==> src/rtl/core/pbf_pkg.sv <==
// ----------------------------------------------------------------------------
// pbf_pkg
// Shared constants, codes and request/response types for the byte pipe.
// ----------------------------------------------------------------------------
package pbf_pkg;

    localparam int DEPTH     = 4096;
    localparam int PTR_W     = (DEPTH > 1) ? $clog2(DEPTH) : 1;
    localparam int CNT_W     = $clog2(DEPTH + 1);
    localparam int FILL_W    = 13;
    localparam int OPEN_W    = 8;

    localparam logic [OPEN_W-1:0] OPEN_MAX = '1;

    localparam logic [2:0] FUNC_WRITE    = 3'd0;
    localparam logic [2:0] FUNC_READ     = 3'd1;
    localparam logic [2:0] FUNC_OPEN     = 3'd2;
    localparam logic [2:0] FUNC_CLOSE    = 3'd3;
    localparam logic [2:0] FUNC_SHUTDOWN = 3'd4;

    localparam logic [1:0] ST_OK     = 2'd0;
    localparam logic [1:0] ST_BLOCK  = 2'd1;
    localparam logic [1:0] ST_BROKEN = 2'd2;
    localparam logic [1:0] ST_EOD    = 2'd3;

    typedef struct packed {
        logic [2:0] func;
        logic [7:0] write_byte;
        logic       end_is_read;
        logic       last;
    } req_t;

    typedef struct packed {
        logic             en;
        logic             we;
        logic [PTR_W-1:0] addr;
        logic [7:0]       wdata;
    } mem_req_t;

    typedef struct packed {
        logic [1:0]        status;
        logic              last;
        logic              rd_ok;
        logic [FILL_W-1:0] fill;
    } rsp_t;

endpackage

==> src/rtl/core/pbf_ctrl.sv <==
// ----------------------------------------------------------------------------
// pbf_ctrl
// Pipe state: pointers, fill count, endpoint counts and shutdown flag.
// Decides the outcome of one request and drives the buffer access.
// ----------------------------------------------------------------------------
module pbf_ctrl (
    input  logic             clk,
    input  logic             rst_n,
    input  logic             req_valid,
    input  pbf_pkg::req_t    req,
    output pbf_pkg::mem_req_t mem_req,
    output pbf_pkg::rsp_t    rsp
);

    logic [pbf_pkg::PTR_W-1:0]  rd_ptr_reg, rd_ptr_next;
    logic [pbf_pkg::PTR_W-1:0]  wr_ptr_reg, wr_ptr_next;
    logic [pbf_pkg::CNT_W-1:0]  count_reg, count_next;
    logic [pbf_pkg::OPEN_W-1:0] readers_reg, readers_next;
    logic [pbf_pkg::OPEN_W-1:0] writers_reg, writers_next;
    logic                       shut_reg, shut_next;
    logic [31:0]                count_wide;

    localparam logic [pbf_pkg::PTR_W-1:0] PTR_LAST = pbf_pkg::PTR_W'(pbf_pkg::DEPTH - 1);
    localparam logic [pbf_pkg::CNT_W-1:0] CNT_FULL = pbf_pkg::CNT_W'(pbf_pkg::DEPTH);

    always_comb
    begin
        rd_ptr_next  = rd_ptr_reg;
        wr_ptr_next  = wr_ptr_reg;
        count_next   = count_reg;
        readers_next = readers_reg;
        writers_next = writers_reg;
        shut_next    = shut_reg;
        mem_req      = '0;
        rsp.status   = pbf_pkg::ST_OK;
        rsp.last     = req.last;
        rsp.rd_ok    = 1'b0;

        if (req_valid)
        begin
            case (req.func)
                pbf_pkg::FUNC_WRITE:
                begin
                    if (shut_reg || (readers_reg == '0))
                    begin
                        rsp.status = pbf_pkg::ST_BROKEN;
                    end
                    else if (count_reg >= CNT_FULL)
                    begin
                        rsp.status = pbf_pkg::ST_BLOCK;
                    end
                    else
                    begin
                        mem_req.en    = 1'b1;
                        mem_req.we    = 1'b1;
                        mem_req.addr  = wr_ptr_reg;
                        mem_req.wdata = req.write_byte;
                        wr_ptr_next   = (wr_ptr_reg == PTR_LAST) ? '0
                                                                 : wr_ptr_reg + 1'b1;
                        count_next    = count_reg + 1'b1;
                    end
                end
                pbf_pkg::FUNC_READ:
                begin
                    if (count_reg != '0)
                    begin
                        mem_req.en   = 1'b1;
                        mem_req.addr = rd_ptr_reg;
                        rsp.rd_ok    = 1'b1;
                        rd_ptr_next  = (rd_ptr_reg == PTR_LAST) ? '0
                                                                : rd_ptr_reg + 1'b1;
                        count_next   = count_reg - 1'b1;
                    end
                    else if ((writers_reg != '0) && !shut_reg)
                    begin
                        rsp.status = pbf_pkg::ST_BLOCK;
                    end
                    else
                    begin
                        rsp.status = pbf_pkg::ST_EOD;
                    end
                end
                pbf_pkg::FUNC_OPEN:
                begin
                    if (req.end_is_read)
                    begin
                        if (readers_reg != pbf_pkg::OPEN_MAX)
                        begin
                            readers_next = readers_reg + 1'b1;
                        end
                    end
                    else if (writers_reg != pbf_pkg::OPEN_MAX)
                    begin
                        writers_next = writers_reg + 1'b1;
                    end
                end
                pbf_pkg::FUNC_CLOSE:
                begin
                    if (req.end_is_read)
                    begin
                        if (readers_reg != '0)
                        begin
                            readers_next = readers_reg - 1'b1;
                        end
                    end
                    else if (writers_reg != '0)
                    begin
                        writers_next = writers_reg - 1'b1;
                    end
                    if ((readers_next == '0) && (writers_next == '0))
                    begin
                        shut_next = 1'b1;
                    end
                end
                pbf_pkg::FUNC_SHUTDOWN:
                begin
                    shut_next = 1'b1;
                end
                default:
                begin
                end
            endcase
        end

        count_wide = 32'(count_next);
        rsp.fill   = count_wide[pbf_pkg::FILL_W-1:0];
    end

    always_ff @(posedge clk or negedge rst_n)
    begin
        if (!rst_n)
        begin
            rd_ptr_reg  <= '0;
            wr_ptr_reg  <= '0;
            count_reg   <= '0;
            readers_reg <= '0;
            writers_reg <= '0;
            shut_reg    <= 1'b0;
        end
        else
        begin
            rd_ptr_reg  <= rd_ptr_next;
            wr_ptr_reg  <= wr_ptr_next;
            count_reg   <= count_next;
            readers_reg <= readers_next;
            writers_reg <= writers_next;
            shut_reg    <= shut_next;
        end
    end

endmodule

==> config.mk <==
export PLATFORM = sky130hd
export DESIGN_NAME = pbf_ctrl
export DESIGN_NICKNAME = d
export VERILOG_FILES = /design/src/rtl/core/pbf_pkg.sv /design/src/rtl/core/pbf_ctrl.sv
export SDC_FILE = /design/constraint.sdc
export NUM_CORES = 1
export LEC_CHECK = 0
export ABC_CLOCK_PERIOD_IN_PS = 4400
export BUFFER_PORTS_ARGS = -buffer_cell sky130_fd_sc_hd__buf_2
export CAP_MARGIN = 30
export CORE_MARGIN = 1
export CORE_UTILIZATION = 55
export CTS_CLUSTER_SIZE = 40
export DETAILED_ROUTE_END_ITERATION = 8
export PLACE_DENSITY = 0.77
export SYNTH_ARGS = -nofsm -noshare
export SYNTH_HDL_FRONTEND = slang
export SYNTH_SLANG_ARGS = --single-unit
==> constraint.sdc <==
create_clock -name clk -period 4.4 [get_ports clk]
set_input_delay 0.22 -clock clk [delete_from_list [all_inputs] [get_ports clk]]
set_output_delay 0.22 -clock clk [all_outputs]
set_load 0.02 [all_outputs]
Word-level counts from Yosys, hierarchy flattened
Index checks and enable logic that the tools add are counted.
Word-level totals
  register bits after elaboration: 54
  output and inout bits: 39
  bits of input ports: 16
  word-level logic and storage cells: 88
Cells by class
  reduce and logical (&&, ||, !) cells: 18
  muxes and demuxes: 40
  $add $sub $neg: 8
  magnitude comparators: 1
  bitwise logic cells: 2
  equal/unequal tests: 13
Operators with widths (number)
  $mux 8: 13
  $mux 22: 3
  $mux 13: 4
  $mux 12: 3
  $pmux 8 s2: 2
  $pmux 13 s2: 1
  $add 12x1->12 const B: 2
  $eq 12x12->1 const B: 2
  $logic_not 8->1: 3
  $pmux 12 s2: 1
  $add 8x1->8 const B: 2
  $ne 8x8->1 const B: 2
  $reduce_bool 8->1: 2
  $sub 8x1->8 const B: 2
  $add 13x1->13 const B: 1
  $ge 13x13->1 const B: 1
  $reduce_bool 13->1: 1
  $sub 13x1->13 const B: 1
  $reduce_and 4->1: 3
  $ne 2x2->1 const B: 5
  $mux 2: 4
  $eq 3x2->1 const B: 2
  $mux 1: 6
  $reduce_and 3->1: 2
  other kinds (10): 14

Logic depth before layout (Yosys ltp)
  depth in word-level cells: 9
  mapped depth: 12
  gate-level depth less buffers: 10

Least setup slack after synthesis
OpenSTA, ideal clock, no wires.
  path type: reg-to-reg
  start: register readers_reg[0] (netlist name)
  end: register count_reg[6] (netlist name)
  buffers on the path: 0
  clock period less this slack: 2.479 ns
  cell stages (with the launch flop): 9
  arrival: 2.187 ns
  setup time: 0.292 ns
  path slack: 1.921 ns
  required time: 4.108 ns
  path through: dfrtp_1 inv_1 ha_1 or4b_2 o2111ai_1 nor3_1 a21o_1 nand2_1 o311ai_0
RTL lines
  start: declaration: line pbf_ctrl.sv:18  | logic [pbf_pkg::OPEN_W-1:0] readers_reg, readers_next;
  start signal: assignment: line pbf_ctrl.sv:145  | readers_reg <= readers_next;
  end signal: assignment: line pbf_ctrl.sv:144  | count_reg <= count_next;
  end: declaration: line pbf_ctrl.sv:17  | logic [pbf_pkg::CNT_W-1:0] count_reg, count_next;

==> results.json <==
{
  "grt_max_degree": 55,
  "synth_seq_cells": 54,
  "crit_fanout": 6,
  "worstMarginPinSlew_ps": 838,
  "p_sw_frac": 0.443,
  "critPathCaptureType": "output pin",
  "timing.rr.end": "wr_ptr_reg[6]",
  "totalWireLength_um": 10700,
  "cp-startpoint": "readers_reg[0]",
  "vias_per_cell": 6.49,
  "rrSetupSlack_ps": 1920,
  "ir_drop_uv": 138,
  "synth_fp_nets": 535,
  "synthesis.area_um2": 4120,
  "dr.pass1.iters": 5,
  "initial_core_util": 0.568,
  "io_pins": 55,
  "hold_buffers": 0,
  "fillers": 655,
  "timing_hold_violations_final": 0,
  "final_nets": 563,
  "p_seq_frac": 0.419,
  "fmax_ghz": 0.326,
  "required_ps": 4180,
  "intPower_uw": 1080,
  "yosysWarnings": 0,
  "place_congestion": 0.919,
  "async_flop_share": 1.00,
  "drc": 0,
  "setup_ws_ps": 1340,
  "drive_above_1_share": 0.162,
  "start_kind": "flip-flop",
  "die_area_um2": 7850,
  "worstSetupPathType": "flip-flop to output pin",
  "cts_buffers": 5,
  "post-cts-setup-buffer-count": 0,
  "fin_total_pwr_uw": 1940,
  "clock-root-buffer": "clkbuf_8",
  "die_y_um": 88.6,
  "grt_pass1_vias": 3691,
  "dp_slack_ps": 1480,
  "num_antenna_cells": 0,
  "core_area_um2": 7250,
  "outcome": "complete, no violations",
  "fp-row-count": 31,
  "syn_inst": 509,
  "critPathCapture": "rsp[10]",
  "setup_tns_ps": 0,
  "min_period_ps": 3060,
  "pwr-share-clk": 0.179,
  "clock_latency_ps": 320,
  "clock_skew_ps": 15.7,
  "crit_chain": "inv_1 -> ha_1 -> or4b_2 -> o211ai_1 -> nor2_1 -> nand3_1 -> mux2i_1 -> o21ai_1 -> buf_2",
  "drtAntennaViolNets": 0,
  "largest_register_ffs": 13,
  "fin_crit_sh": 0.696,
  "routedWlPerCell_um": 16.7,
  "grt_antenna_before_repair": 0,
  "clk_pin_slew_ps": 110,
  "drtIter0Drc": 323,
  "p_switching_uw": 858,
  "ys_types": 74,
  "setup_violations": 0,
  "drv_cap": 0,
  "ff2ff_path_depth": 8,
  "crit_slowest_cell": "or4b_2",
  "clock_sinks": 54,
  "arrival_ps": 2840,
  "die_width_um": 88.6,
  "overflow": 0,
  "tritoncts": "done",
  "clock_path_buffers": 2,
  "yosysSeqAreaShare": 0.328,
  "synth-edff-count": 0,
  "combPwrFrac": 0.402,
  "slew_violations": 0,
  "ys.flop_type": "dfrtp_1",
  "rsz0062_at_grt": "false",
  "ctsResizeCount": 0,
  "powerDensity_nw_per_um2": 432,
  "grt_use_total": 0.278,
  "grt_pass1_wl_um": 17300,
  "r2r-start": "readers_reg[0]",
  "max-slew-margin-rel": 0.440,
  "hold_path.class": "input port to asynchronous set/reset pin",
  "p_leak_uw": 0.00185,
  "dr_total_vias": 4133,
  "synth.avg_cell_area_um2": 8.10,
  "hpwl_um": 7550,
  "port_buffers": 52,
  "area_delta_synth_final_pct": 8.80,
  "cpPeakStageDelay_ps": 670,
  "hold_slack_ps": 6.46,
  "htreeDepth": 2
}
synthesized netlist by cell type (11+ instances only):
library cell / number / area share
dfrtp_1: 54 / 0.33
and2_1: 11 / 0.017
nor3_1: 19 / 0.023
inv_1: 14 / 0.013
nand3_1: 16 / 0.019
xnor2_1: 12 / 0.025
o21ai_0: 38 / 0.046
clkbuf_1: 25 / 0.023
nor2_1: 44 / 0.040
a22oi_1: 17 / 0.031
a21oi_1: 35 / 0.042
nand2_1: 43 / 0.039
o31ai_1: 13 / 0.024
worst min-delay path by stage:
stage / start / to / slack (ps)
after global routing: rst_n / readers_reg[2] / 90
after detailed placement: rst_n / readers_reg[2] / 400
after global placement: rst_n / readers_reg[2] / 390
after CTS: rst_n / count_reg[11] / 50
after floorplan: rst_n / count_reg[0] / -80
final: rst_n / readers_reg[0] / 6
layout make-up:
type	count	area [um2]	area share
multi-input cells	405	2550	0.568
flip-flops and latches	54	1350	0.301
repair buffers	56	290	0.0647
well taps	99	124	0.0276
clock buffers	6	72.6	0.0162
inverters	15	61.3	0.0137
clock inverters	2	37.5	0.00837
per-stage QoR:
| step | instance area, um2 | util | instances |
|---|---|---|---|
| floorplan | 4120 | - | 509 |
| global placement | 4370 | 0.602 | 628 |
| detailed placement | 4370 | 0.602 | 628 |
| CTS | 4480 | 0.617 | 636 |
| global route | 4490 | 0.618 | 637 |
| finish | 4490 | 0.618 | 637 |
power groups by stage:
stage          Sequential, uW  Combinational, uW  Clock (uW)
6_report                  810                778         347
2_1_floorplan             700                684           0
3_3_place_gp              806                740           0
3_5_place_dp              813                763           0
5_1_grt                   836                861         375
4_1_cts                   803                767         353
worst max-delay path, delay by kind of cell (launching register included):
family	cells	cell delay, ps
AOI/OAI and AO/OA	2	430
buffers and inverters	2	300
and+or+nand+nor	3	900
muxes	1	190
adders and majority gates	1	240
DFF	1	450
kinds of logic (layout without fill, tap and decap cells):
family,Yosys count,in the layout,share of synthesized area
buffers and inverters,50,79,0.0540
DFF,54,54,0.328
adders and majority gates,10,10,0.0303
muxes,6,6,0.0149
and+or+nand+nor,211,211,0.281
xor gates and xnor gates,17,17,0.0361
AOI/OAI and AO/OA,161,161,0.256
cells in the final DEF (no fill, tap or decap), drive strengths merged, types with 6 or more instances in the layout:
| master | netlist | layout |
|---|---|---|
| a21oi | 35 | 35 |
| a22oi | 17 | 17 |
| and2 | 12 | 12 |
| and3 | 9 | 9 |
| and4 | 7 | 7 |
| buf | 10 | 56 |
| clkbuf | 25 | 6 |
| dfrtp | 54 | 54 |
| ha | 10 | 10 |
| inv | 15 | 15 |
| nand2 | 44 | 44 |
| nand3 | 17 | 17 |
| nand4 | 9 | 9 |
| nor2 | 45 | 45 |
| nor3 | 20 | 20 |
| nor4 | 7 | 7 |
| o21ai | 44 | 44 |
| o22ai | 10 | 10 |
| o31ai | 14 | 14 |
| or3 | 8 | 8 |
| or4 | 10 | 10 |
| xnor2 | 12 | 12 |
layer usage:
layer  global-route usage  vias up  part of all wire
met3               0.0429       22             0.068
met2                0.441      193              0.47
met1                0.384     1974              0.45
met4                0.109        0             0.016
met5                    0        -                 0
li1                     -     1944                 -
(Power assumes the default switching activity.)
